[config.mk]
export PLATFORM = sky130hd
export DESIGN_NAME = srtf_process_scheduler
export DESIGN_NICKNAME = d
export VERILOG_FILES = /design/src/design/srtf_pkg.sv /design/src/design/srtf_cell.sv /design/src/design/srtf_process_scheduler.sv
export SDC_FILE = /design/constraint.sdc
export NUM_CORES = 2
export LEC_CHECK = 0
export BUFFER_PORTS_ARGS = -buffer_cell sky130_fd_sc_hd__buf_2
export CAP_MARGIN = 15
export CELL_PAD_IN_SITES_DETAIL_PLACEMENT = 1
export CELL_PAD_IN_SITES_GLOBAL_PLACEMENT = 1
export CORE_MARGIN = 8
export CORE_UTILIZATION = 57
export DETAILED_ROUTE_END_ITERATION = 12
export MAX_ROUTING_LAYER = met4
export PLACE_DENSITY_LB_ADDON = 0.1
export SYNTH_ARGS = -nofsm -noshare
export SYNTH_HDL_FRONTEND = slang
export SYNTH_SLANG_ARGS = --single-unit
[constraint.sdc]
create_clock -name clock -period 7 [get_ports clock]
set_input_delay 0.7 -clock clock [delete_from_list [all_inputs] [get_ports clock]]
set_output_delay 0.7 -clock clock [all_outputs]
set_load 0.1 [all_outputs]
[src/design/srtf_pkg.sv]
// Package for the shortest-remaining-time-first scheduler: widths, defaults and shared types.
package srtf_pkg;

   localparam int MAX_PROCESSES_DEF = 16;
   localparam int BURST_BITS_DEF    = 16;

   localparam int CFG_BITS     = 5;
   localparam int SLOT_BITS    = 4;
   localparam int ARRIVAL_BITS = 16;
   localparam int BURST_IN_BITS = 16;
   localparam int TICK_BITS    = 32;

   localparam int REQ_DATA_BITS = 40;
   localparam int RSP_DATA_BITS = 40;

   // Item kinds carried on the request tuser bit.
   localparam logic FUNC_LOAD = 1'b0;
   localparam logic FUNC_TICK = 1'b1;

   // Control part of the candidate that travels along the row of cells.
   // live_count counts used slots with work left, saturating at two.
   typedef struct packed {
      logic       valid;
      logic       found;
      logic [1:0] live_count;
   } srtf_flags_type;

endpackage

[src/design/srtf_cell.sv]
// One process slot of the scheduler and its stage of the candidate chain.
module srtf_cell #(
   parameter int INDEX      = 0,
   parameter int SLOT_W     = 4,
   parameter int BURST_BITS = 16
) (
   input  logic                               clock,
   input  logic                               reset,
   input  logic [srtf_pkg::CFG_BITS-1:0]      process_count,
   input  logic [srtf_pkg::TICK_BITS-1:0]     tick,
   input  logic                               wr_en,
   input  logic [SLOT_W-1:0]                  wr_slot,
   input  logic [srtf_pkg::ARRIVAL_BITS-1:0]  wr_arrival,
   input  logic [BURST_BITS-1:0]              wr_burst,
   input  logic                               dec_en,
   input  logic [SLOT_W-1:0]                  dec_slot,
   input  srtf_pkg::srtf_flags_type           flags_in,
   input  logic [SLOT_W-1:0]                  slot_in,
   input  logic [BURST_BITS-1:0]              rem_in,
   input  logic [srtf_pkg::ARRIVAL_BITS-1:0]  arrival_in,
   input  logic [BURST_BITS-1:0]              burst_in,
   output srtf_pkg::srtf_flags_type           flags_out,
   output logic [SLOT_W-1:0]                  slot_out,
   output logic [BURST_BITS-1:0]              rem_out,
   output logic [srtf_pkg::ARRIVAL_BITS-1:0]  arrival_out,
   output logic [BURST_BITS-1:0]              burst_out
);
   import srtf_pkg::*;

   localparam logic [SLOT_W-1:0] MY_SLOT = SLOT_W'(INDEX);

   logic [ARRIVAL_BITS-1:0] arrival_ff;
   logic [BURST_BITS-1:0]   burst_ff;
   logic [BURST_BITS-1:0]   rem_ff, rem_in_next;

   srtf_flags_type          flags_ff, flags_in_next;
   logic [SLOT_W-1:0]       slot_ff;
   logic [BURST_BITS-1:0]   crem_ff;
   logic [ARRIVAL_BITS-1:0] carr_ff;
   logic [BURST_BITS-1:0]   cburst_ff;

   logic used, live, ready, better, take;

   always_comb begin
      used   = int'(process_count) > INDEX;
      live   = used && (rem_ff != '0);
      ready  = live && (TICK_BITS'(arrival_ff) <= tick);
      // This slot sits above every slot already seen, so a full tie keeps the candidate.
      better = (rem_ff < rem_in) ||
               ((rem_ff == rem_in) && ((arrival_ff < arrival_in) ||
                ((arrival_ff == arrival_in) && (burst_ff < burst_in))));
      take   = ready && (!flags_in.found || better);

      flags_in_next       = flags_in;
      flags_in_next.found = flags_in.found || ready;
      if (live && flags_in.live_count != 2'd2) begin
         flags_in_next.live_count = flags_in.live_count + 2'd1;
      end

      rem_in_next = rem_ff;
      if (wr_en && wr_slot == MY_SLOT) begin
         rem_in_next = wr_burst;
      end else if (dec_en && dec_slot == MY_SLOT) begin
         rem_in_next = rem_ff - BURST_BITS'(1);
      end
   end

   always_ff @(posedge clock) begin
      if (reset) begin
         rem_ff   <= '0;
         flags_ff <= '0;
      end else begin
         rem_ff <= rem_in_next;
         // Only the valid bit drops after the transfer; the verdict stays readable.
         if (flags_in.valid) begin
            flags_ff <= flags_in_next;
         end else begin
            flags_ff.valid <= 1'b0;
         end
      end
   end

   always_ff @(posedge clock) begin
      if (wr_en && wr_slot == MY_SLOT) begin
         arrival_ff <= wr_arrival;
         burst_ff   <= wr_burst;
      end
      // The candidate payload holds once the transfer has passed, so the row's end stays readable.
      if (flags_in.valid) begin
         if (take) begin
            slot_ff   <= MY_SLOT;
            crem_ff   <= rem_ff;
            carr_ff   <= arrival_ff;
            cburst_ff <= burst_ff;
         end else begin
            slot_ff   <= slot_in;
            crem_ff   <= rem_in;
            carr_ff   <= arrival_in;
            cburst_ff <= burst_in;
         end
      end
   end

   assign flags_out   = flags_ff;
   assign slot_out    = slot_ff;
   assign rem_out     = crem_ff;
   assign arrival_out = carr_ff;
   assign burst_out   = cburst_ff;

endmodule

[src/design/srtf_process_scheduler.sv]
// Shortest-remaining-time-first scheduler: sequencer, row of slot cells and the result register.
//
// Usage: process_count is written on the csr channel (csr_valid/csr_ready, csr_data) while idle.
// Request items arrive on req_*: req_tuser selects a load (0) or a time tick (1), req_tdata
// carries the slot, arrival time and burst time of a load. Every item gives exactly one
// response on rsp_*, holding the slot that ran, the completion flag, the time after the item
// and whether all used slots are complete.
// Each item sends one candidate through the row of MAX_PROCESSES cells, one cell per cycle;
// the best slot and a count of slots with work left arrive at the end of the row.
// An item's candidate runs through the row of cells, and its result is then loaded into the
// output register and presented; the next request is taken when that response has been loaded,
// so items do not overlap and the row of cells sets the rate.
// The response sits in an output register, so a new request is accepted while it waits.
// If the receiver stalls, the finished item holds at the end of the row until the output
// register is free; nothing is lost.
// Reset clears the remaining work of all slots, the time and process_count; arrival and
// burst times are undefined until a slot is loaded, and such a slot is never chosen.
module srtf_process_scheduler #(
   parameter int MAX_PROCESSES = srtf_pkg::MAX_PROCESSES_DEF,
   parameter int BURST_BITS    = srtf_pkg::BURST_BITS_DEF
) (
   input  logic                                 clock,
   input  logic                                 reset,
   input  logic                                 csr_valid,
   output logic                                 csr_ready,
   input  logic [srtf_pkg::CFG_BITS-1:0]        csr_data,      // process_count
   input  logic                                 req_tvalid,
   output logic                                 req_tready,
   input  logic [srtf_pkg::REQ_DATA_BITS-1:0]   req_tdata,     // slot, arrival, burst
   input  logic                                 req_tuser,     // func
   output logic                                 rsp_tvalid,
   input  logic                                 rsp_tready,
   output logic [srtf_pkg::RSP_DATA_BITS-1:0]   rsp_tdata      // ran, ran_slot, finished,
                                                               // time_after, all_done
);
   import srtf_pkg::*;

   localparam int SLOT_W = (MAX_PROCESSES > 2) ? $clog2(MAX_PROCESSES) : 1;
   localparam int IDX_W  = (SLOT_W > SLOT_BITS) ? SLOT_W : SLOT_BITS;

   typedef enum logic [2:0] {
      ST_IDLE   = 3'b001,
      ST_SCAN   = 3'b010,
      ST_FINISH = 3'b100
   } state_type;

   state_type state_ff, state_in;

   logic [CFG_BITS-1:0]  process_count_ff;
   logic [TICK_BITS-1:0] tick_ff, tick_in, tick_next;
   logic                 kind_ff;
   logic                 start_ff;

   logic                     rsp_valid_ff, rsp_valid_in;
   logic [RSP_DATA_BITS-1:0] rsp_data_ff, rsp_data_in;

   logic req_accept, load_accept, out_free, finish_go;
   logic wr_en, dec_en;

   logic [SLOT_BITS-1:0]     req_slot;
   logic [ARRIVAL_BITS-1:0]  req_arrival;
   logic [BURST_IN_BITS-1:0] req_burst;
   logic [SLOT_W-1:0]        wr_slot;
   logic [BURST_BITS-1:0]    wr_burst;

   logic                 ran, finished, all_done;
   logic [SLOT_BITS-1:0] ran_slot;
   logic [IDX_W-1:0]     pick_ext;

   srtf_flags_type          chain_flags   [MAX_PROCESSES+1];
   logic [SLOT_W-1:0]       chain_slot    [MAX_PROCESSES+1];
   logic [BURST_BITS-1:0]   chain_rem     [MAX_PROCESSES+1];
   logic [ARRIVAL_BITS-1:0] chain_arrival [MAX_PROCESSES+1];
   logic [BURST_BITS-1:0]   chain_burst   [MAX_PROCESSES+1];

   assign req_slot    = req_tdata[SLOT_BITS-1:0];
   assign req_arrival = req_tdata[SLOT_BITS +: ARRIVAL_BITS];
   assign req_burst   = req_tdata[SLOT_BITS+ARRIVAL_BITS +: BURST_IN_BITS];

   assign csr_ready  = 1'b1;
   assign req_tready = (state_ff == ST_IDLE);
   assign req_accept = req_tvalid && req_tready;
   assign load_accept = req_accept && (req_tuser == FUNC_LOAD);

   assign pick_ext = IDX_W'(chain_slot[MAX_PROCESSES]);
   assign wr_slot  = SLOT_W'(req_slot);
   assign wr_burst = BURST_BITS'(req_burst);
   assign wr_en    = load_accept && (int'(req_slot) < MAX_PROCESSES);

   assign out_free  = !rsp_valid_ff || rsp_tready;
   assign finish_go = (state_ff == ST_FINISH) && out_free;
   assign dec_en    = finish_go && (kind_ff == FUNC_TICK) && chain_flags[MAX_PROCESSES].found;

   // The head of the row receives a fresh, empty candidate.
   assign chain_flags[0]   = '{valid: start_ff, found: 1'b0, live_count: 2'd0};
   assign chain_slot[0]    = '0;
   assign chain_rem[0]     = '0;
   assign chain_arrival[0] = '0;
   assign chain_burst[0]   = '0;

   for (genvar i = 0; i < MAX_PROCESSES; i++) begin : g_cell
      srtf_cell #(
         .INDEX      (i),
         .SLOT_W     (SLOT_W),
         .BURST_BITS (BURST_BITS)
      ) u_cell (
         .clock         (clock),
         .reset         (reset),
         .process_count (process_count_ff),
         .tick          (tick_ff),
         .wr_en         (wr_en),
         .wr_slot       (wr_slot),
         .wr_arrival    (req_arrival),
         .wr_burst      (wr_burst),
         .dec_en        (dec_en),
         .dec_slot      (chain_slot[MAX_PROCESSES]),
         .flags_in      (chain_flags[i]),
         .slot_in       (chain_slot[i]),
         .rem_in        (chain_rem[i]),
         .arrival_in    (chain_arrival[i]),
         .burst_in      (chain_burst[i]),
         .flags_out     (chain_flags[i+1]),
         .slot_out      (chain_slot[i+1]),
         .rem_out       (chain_rem[i+1]),
         .arrival_out   (chain_arrival[i+1]),
         .burst_out     (chain_burst[i+1])
      );
   end

   always_comb begin
      tick_next = (tick_ff != '1) ? tick_ff + TICK_BITS'(1) : tick_ff;

      ran      = 1'b0;
      ran_slot = '0;
      finished = 1'b0;
      all_done = (chain_flags[MAX_PROCESSES].live_count == 2'd0);
      if (kind_ff == FUNC_TICK && chain_flags[MAX_PROCESSES].found) begin
         ran      = 1'b1;
         ran_slot = pick_ext[SLOT_BITS-1:0];
         finished = (chain_rem[MAX_PROCESSES] == BURST_BITS'(1));
         // The chosen slot was one of the live ones, so its completion may finish the set.
         if (finished && chain_flags[MAX_PROCESSES].live_count == 2'd1) begin
            all_done = 1'b1;
         end
      end

      rsp_data_in = {{(RSP_DATA_BITS-TICK_BITS-SLOT_BITS-3){1'b0}}, all_done,
                     ((kind_ff == FUNC_TICK) ? tick_next : tick_ff),
                     finished, ran_slot, ran};

      tick_in = tick_ff;
      if (load_accept) begin
         tick_in = '0;
      end else if (finish_go && kind_ff == FUNC_TICK) begin
         tick_in = tick_next;
      end

      rsp_valid_in = rsp_valid_ff;
      if (finish_go) begin
         rsp_valid_in = 1'b1;
      end else if (rsp_tready) begin
         rsp_valid_in = 1'b0;
      end

      state_in = state_ff;
      unique case (state_ff)
         ST_IDLE: begin
            if (req_accept) begin
               state_in = ST_SCAN;
            end
         end
         ST_SCAN: begin
            if (chain_flags[MAX_PROCESSES].valid) begin
               state_in = ST_FINISH;
            end
         end
         ST_FINISH: begin
            if (out_free) begin
               state_in = ST_IDLE;
            end
         end
         default: state_in = ST_IDLE;
      endcase
   end

   always_ff @(posedge clock) begin
      if (reset) begin
         state_ff         <= ST_IDLE;
         process_count_ff <= '0;
         tick_ff          <= '0;
         start_ff         <= 1'b0;
         rsp_valid_ff     <= 1'b0;
      end else begin
         state_ff     <= state_in;
         tick_ff      <= tick_in;
         start_ff     <= req_accept;
         rsp_valid_ff <= rsp_valid_in;
         if (csr_valid && csr_ready) begin
            process_count_ff <= csr_data;
         end
      end
   end

   always_ff @(posedge clock) begin
      if (req_accept) begin
         kind_ff <= req_tuser;
      end
      if (finish_go) begin
         rsp_data_ff <= rsp_data_in;
      end
   end

   assign rsp_tvalid = rsp_valid_ff;
   assign rsp_tdata  = rsp_data_ff;

endmodule
== After elaboration in Yosys (flattened, before gate mapping) ==
Index checks and enable logic that the tools add are counted.

* $add $sub $neg: 32
* Magnitude comparators: 77
* Eq/ne operators: 84
* Muxes and demuxes: 118
* Bitwise logic cells: 1
* Reductions and logical operators: 246

{| class="wikitable"
|+ Operators with widths
! cell !! number
|-
| $mux 16 || 75
|-
| $lt 16x16->1 || 45
|-
| $le 16x32->1 || 16
|-
| $eq 16x16->1 || 30
|-
| $reduce_bool 16->1 || 16
|-
| $sub 16x1->16 const B || 16
|-
| $logic_and 1x1->1 || 131
|-
| $eq 4x4->1 const B || 16
|-
| $mux 32 || 2
|-
| $logic_or 1x1->1 || 61
|-
| $gt 5x4->1 const B || 8
|-
| $reduce_bool 2->1 || 17
|-
| $add 32x1->32 const B || 1
|-
| $eq 4x3->1 const B || 8
|-
| $ne 2x2->1 const B || 16
|-
| $ne 32x32->1 const B || 1
|-
| $add 2x1->2 const B || 15
|-
| $mux 2 || 15
|-
| $mux 1 || 22
|-
| $gt 5x3->1 const B || 4
|-
| $eq 16x1->1 const B || 1
|-
| $eq 4x2->1 const B || 4
|-
| $logic_not 1->1 || 16
|-
| $gt 5x1->1 const B || 2
|-
| other kinds (14) || 20
|}

* Register bits: 1699
* Bits of input ports: 51
* Output and inout port bits: 43
* Word-level logic and storage cells: 723

== Depth between registers and ports, before layout ==
* Depth after elaboration: 8
* Gate-level depth with buffers: 11
* Mapped depth without buffers: 10

== By module ==
Synthesis repeated with hierarchy kept, for this count alone.

* Cell total of the unflattened synthesis: 9179
* Area total of the unflattened synthesis: 103210.2 um^2

{| class="wikitable"
|+ By module, submodules not included
! module !! instances !! cells an instance !! area an instance (um^2) !! sequential area each (um^2)
|-
| srtf_cell (g_cell[10].u_cell) || 1 || 674 || 6970.4 || 2922.8
|-
| srtf_cell (g_cell[6].u_cell) || 1 || 673 || 6969.2 || 2922.8
|-
| srtf_cell (g_cell[14].u_cell) || 1 || 674 || 6959.2 || 2922.8
|-
| srtf_cell (g_cell[5].u_cell) || 1 || 672 || 6698.9 || 2922.8
|-
| srtf_cell (g_cell[0].u_cell) || 1 || 674 || 6660.1 || 2922.8
|-
| srtf_cell (g_cell[2].u_cell) || 1 || 493 || 6019.5 || 2922.8
|-
| srtf_cell (g_cell[8].u_cell) || 1 || 494 || 6017.0 || 2922.8
|-
| srtf_cell (g_cell[4].u_cell) || 1 || 494 || 6012.0 || 2922.8
|-
| srtf_cell (g_cell[12].u_cell) || 1 || 492 || 5989.5 || 2922.8
|-
| srtf_cell (g_cell[15].u_cell) || 1 || 489 || 5935.7 || 2922.8
|-
| srtf_cell (g_cell[1].u_cell) || 1 || 490 || 5924.4 || 2922.8
|-
| srtf_cell (g_cell[3].u_cell) || 1 || 489 || 5784.3 || 2922.8
|-
| srtf_cell (g_cell[11].u_cell) || 1 || 492 || 5781.8 || 2922.8
|-
| srtf_cell (g_cell[9].u_cell) || 1 || 481 || 5776.8 || 2922.8
|-
| 3 more rows || -- || -- || -- || --
|}

== Worst setup path before layout ==
Ideal clock, no wire load.

* Kind: register -> register
* Start point: register tick_ff[13]
* End point: register g_cell[2].u_cell.carr_ff[11], data pin
* Library setup time: 0.260 ns
* Data arrival time: 3.127 ns
* Required time: 6.740 ns
* Slack: 3.613 ns
* Cell stages (with the launch flop): 12
* Path buffers: 1
* Period minus slack after synthesis: 3.387 ns
* Cells stage by stage: dfxtp_1 -> inv_1 -> ha_1 -> nand4_1 -> or4_1 -> nor3_1 -> nor2_1 -> a21boi_0 -> o21ai_2 -> inv_2 -> clkbuf_1 -> mux2_2

* Cells in the longest elaborated chain, start to end: 4

{| class="wikitable"
|+ RTL lines
! item !! line !! RTL
|-
| from (decl) || srtf_process_scheduler.sv:50 || <nowiki>logic [TICK_BITS-1:0] tick_ff, tick_in, tick_next;</nowiki>
|-
| from (signal assigned) || srtf_process_scheduler.sv:195 || <nowiki>tick_ff <= tick_in;</nowiki>
|-
| $le 16x32->1 || srtf_cell.sv:47 || <nowiki>ready = live && (TICK_BITS'(arrival_ff) <= tick);</nowiki>
|-
| $logic_and 1x1->1 || srtf_cell.sv:47 ||
|-
| $logic_and 1x1->1 || srtf_cell.sv:52 || <nowiki>take = ready && (!flags_in.found || better);</nowiki>
|-
| $mux 16 || srtf_cell.sv:90 || <nowiki>if (take) begin</nowiki>
|-
| to (signal assigned) || srtf_cell.sv:93 || <nowiki>carr_ff <= arrival_ff;</nowiki>
|-
| to (signal assigned) || srtf_cell.sv:98 || <nowiki>carr_ff <= arrival_in;</nowiki>
|-
| to (decl) || srtf_cell.sv:39 || <nowiki>logic [ARRIVAL_BITS-1:0] carr_ff;</nowiki>
|}

Every way passes these cells.
A chain may end at the register's enable or synchronous reset.

== Worst setup path after layout ==
* Start point: register tick_ff[14]
* End point: register g_cell[8].u_cell.carr_ff[2], data pin

* Cells in the longest elaborated chain, start to end: 4

{| class="wikitable"
|+ RTL lines
! item !! line
|-
| $le 16x32->1 || srtf_cell.sv:47
|-
| $logic_and 1x1->1 || srtf_cell.sv:47
|-
| $logic_and 1x1->1 || srtf_cell.sv:52
|-
| $mux 16 || srtf_cell.sv:90
|-
| to (signal assigned) || srtf_cell.sv:93
|-
| to (signal assigned) || srtf_cell.sv:98
|-
| to (decl) || srtf_cell.sv:39
|}

Every way passes these cells.

==> results.json <==
{
  "outcome": "complete, no violations",
  "critPathMaxStageDelay_ns": 0.60,
  "maxSlewViolCount": 0,
  "start_kind": "flip-flop",
  "drtPass1Iterations": 6,
  "max_freq_mhz": 221.6,
  "worstSkewPairLatency_ns": 0.83,
  "crit_fanout": 33,
  "clock_skew_ns": 0.02790,
  "drt-met1-wl_um": 110200,
  "grt_pass1_vias": 69200,
  "vias": 64320,
  "clkTransAtPathRegs_ns": 0.06,
  "antenna_found_initial": 6,
  "fin_nets": 9026,
  "rsz0062_at_grt": "false",
  "cts.sinks": 1698,
  "drt_wl_total_um": 271100,
  "r2r_cells": 11,
  "area_growth_pct": 9.968,
  "timing.rr.start": "tick_ff[14]",
  "final_area_um2": 100200,
  "cts_resized": 0,
  "dieArea_um2": 172900,
  "drt-initial-drc-count": 4824,
  "dr_wl_met2_um": 134500,
  "synth_area_um2": 91100,
  "setup_tns_ns": 0,
  "syn-instance-count": 7823,
  "coreArea_um2": 158600,
  "relSlewSlack_pct": 22.10,
  "post_cts_buffers": 0,
  "crit_arrival_ns": 5.07,
  "synth_fp_nets": 8867,
  "p_leak_nw": 39.07,
  "synth-edff-count": 1337,
  "peakVddDrop_v": 0.0002645,
  "syn_area_per_cell_um2": 11.65,
  "track_usage_pct": 31.25,
  "hp-class": "in2reg",
  "power_density_nw_per_um2": 216.3,
  "cts_tree": "built",
  "crit_type": "reg2reg",
  "crit_chain": "inv_1 > ha_1 > nand4_1 > or4_1 > nor3_1 > nor2_1 > a21oi_1 > o21ai_1 > buf_4 > inv_2 > mux2_2",
  "ys_types": 89,
  "synthArstFlopShare_pct": 0,
  "htree_levels": 4,
  "io_pins": 94,
  "rrSetupSlack_ns": 2.49,
  "dp_hpwl_um": 194600,
  "hold_buffers": 0,
  "finalCritPeriodShare_pct": 64.47,
  "crit_end": "g_cell[8].u_cell.arrival_out[2]",
  "initial_core_util_pct": 57.45,
  "maxCapViolations": 0,
  "dpl-instance-area_um2": 94220,
  "die_w_um": 415.8,
  "die_h_um": 415.8,
  "wl_met3_um": 13100,
  "yosysSeqAreaShare_pct": 52.00,
  "grt_pass1_wl_um": 410100,
  "root_buffer": "clkbuf_16",
  "rows": 146,
  "setup_viol": 0,
  "clockBufferDepth": 3,
  "fin_cells": 10210,
  "worst_setup_path_end_kind": "flip-flop",
  "crit_start": "tick_ff[14]",
  "yosys_most_used_dff": "edfxtp_1",
  "synth_warnings": 0,
  "viasPerCell": 6.299,
  "topRoutingLayerUsed": "met4",
  "critPathRequiredTime_ns": 7.56,
  "cts_made_buffers": 183,
  "critPathSlowestCell": "or4_1",
  "fillers": 16070,
  "regToRegEndpoint": "g_cell[8].u_cell.arrival_out[2]",
  "tightest_slew_ns": 1.156,
  "avgRoutedWirePerCell_um": 26.55,
  "grt_overflow": 0,
  "report.final.hold_viol_count": 0,
  "finalWeightedCongestion": 0.9167,
  "antenna_left": 0,
  "drc": 0,
  "dpl.cell_count": 9867,
  "port_buffers": 87,
  "period_needed_ns": 4.513,
  "synth-seq-cells": 1698,
  "drive_gt1_share_pct": 14.89,
  "grt_start_max_net_pins": 150
}
==> sequential cells by signal, summed over array words and instances, names as in the netlist <==
signal / flops
g_cell.u_cell.burst_out: 240
tick_ff: 32
g_cell.u_cell.arrival_ff: 256
g_cell.u_cell.burst_ff: 256
process_count_ff: 5
g_cell.u_cell.rem_ff: 256
g_cell.u_cell.slot_out: 49
state_ff: 3
g_cell.u_cell.arrival_out: 240
g_cell.u_cell.rem_out: 256
start_ff: 1
rsp_tdata: 39
g_cell.u_cell.flags_out: 63
rsp_tvalid: 1
kind_ff: 1
==> worst min path at each step <==
stage | start | endpoint | slack, ns | depth (start not counted)
floorplan | g_cell[11].u_cell.rem_ff[0] | g_cell[11].u_cell.rem_ff[0] | 0.44 | 2
global placement | g_cell[11].u_cell.rem_ff[0] | g_cell[11].u_cell.rem_ff[0] | 0.47 | 2
detailed placement | g_cell[11].u_cell.rem_ff[0] | g_cell[11].u_cell.rem_ff[0] | 0.47 | 2
CTS | csr_data[0] | process_count_ff[0] | 0.09 | 3
global route | csr_data[3] | process_count_ff[3] | 0.12 | 3
finish | csr_data[0] | process_count_ff[0] | 0.14 | 3
==> cells in the mapped netlist (13+ instances only) <==
cell type	instances	area [um2]
nand2b_1	50	312.8
o41ai_1	13	113.9
nor4_1	70	437.9
xnor2_1	82	718.2
xor2_1	28	245.2
or4_1	57	427.9
nand4b_1	13	113.9
or3_1	65	406.6
a2111oi_0	13	113.9
buf_2	23	115.1
o31ai_1	21	157.7
nor2b_1	106	663.1
and2_1	69	431.7
a21o_1	89	668.1
ha_1	993	12420
dfxtp_1	361	7227
o21ai_0	220	1101
mux2_2	665	7488
o21a_1	16	120.1
buf_6	13	146.4
clkbuf_1	167	626.9
o211ai_1	96	720.7
nand3_1	139	695.7
and3_1	14	87.58
or2_2	24	150.1
inv_1	824	3093
a31oi_1	63	394.1
edfxtp_1	1337	40150
nor3_1	142	710.7
a221oi_1	40	350.3
buf_1	15	56.30
nand2_1	361	1355
a22oi_1	18	135.1
o311ai_0	36	315.3
a211oi_1	134	1006
nand4_1	197	1232
nor2_1	455	1708
mux2i_1	44	440.4
a21oi_1	572	2863
==> cell families (layout without fill, tap and decap cells) <==
family,after synthesis,count (layout),share of synthesized area (%)
other,2,3,0.008244
buffers and inverters,1051,1366,4.482
xor gates and xnor gates,110,110,1.058
adders and majority gates,993,993,13.64
muxes,711,711,8.728
and+or+nand+nor,1820,1820,10.18
AOI/OAI and AO/OA,1438,1438,9.898
DFF,1698,1698,52.00
==> worst max-delay path: cells and delay by family (launching register included) <==
kind,cells,cell delay [ns]
mux,1,0.42
flops,1,0.43
simple gates,4,1.01
fa+ha+maj,1,0.56
compound gates,2,0.53
buf+inv,3,1.27
==> routing by layer <==
metal	vias up	track usage, %
li1	29450	-
met1	32540	37.29
met2	1696	53.64
met3	631	3.735
met4	0	13.46
met5	-	-
==> cells in the final DEF, fill, tap and decap left out, types with 36 or more instances in the layout <==
| master | n |
|---|---|
| mux2_2 | 665 |
| mux2i_1 | 44 |
| nor2_1 | 454 |
| a221oi_1 | 40 |
| and2_1 | 69 |
| edfxtp_1 | 1337 |
| o311ai_0 | 36 |
| o211ai_1 | 96 |
| clkbuf_16 | 184 |
| nor3_1 | 142 |
| nor2b_1 | 106 |
| buf_2 | 86 |
| o21ai_0 | 219 |
| xnor2_1 | 82 |
| buf_4 | 103 |
| nand2_1 | 361 |
| nand4_1 | 197 |
| inv_1 | 816 |
| clkbuf_1 | 54 |
| a31oi_1 | 62 |
| nor4_1 | 68 |
| ha_1 | 993 |
| a211oi_1 | 134 |
| a21o_1 | 89 |
| a21oi_1 | 571 |
| or4_1 | 57 |
| nand2b_1 | 50 |
| dfxtp_1 | 346 |
| or3_1 | 65 |
| nand3_1 | 139 |
==> area by class of cell <==
cell class,instances,area (um2),share of cell area [%]
Multi-Input combinational cell,5074,39860,39.79
Antenna cell,1,2.502,0.002498
Timing Repair Buffer,195,1277,1.275
Tap cell,2072,2592,2.588
Inverter,830,3115,3.110
Sequential cell,1698,47390,47.31
Clock buffer,250,4972,4.963
Clock inverter,91,965.9,0.9642
==> through the flow <==
stage | setup WS [ns] | utilization [%] | power (mW) | hold slack (ns)
2_1_floorplan | 3.613 | - | 11.77 | 0.4415
3_3_place_gp | 2.571 | 59.41 | 12.13 | 0.4674
3_5_place_dp | 2.372 | 59.42 | 12.19 | 0.4658
4_1_cts | 2.525 | 63.17 | 21.78 | 0.08549
5_1_grt | 2.283 | 63.18 | 22.17 | 0.1232
6_report | 2.487 | 63.18 | 21.67 | 0.1370
==> where the power goes <==
part	total [mW]	switching (mW)	internal [mW]	leakage, nW
Combinational	0.945	0.679	0.266	21.2
Sequential	11.1	0.0979	11.0	15.0
Clock	9.67	4.13	5.55	2.89
Note: power is estimated with default switching activity, not from simulation.
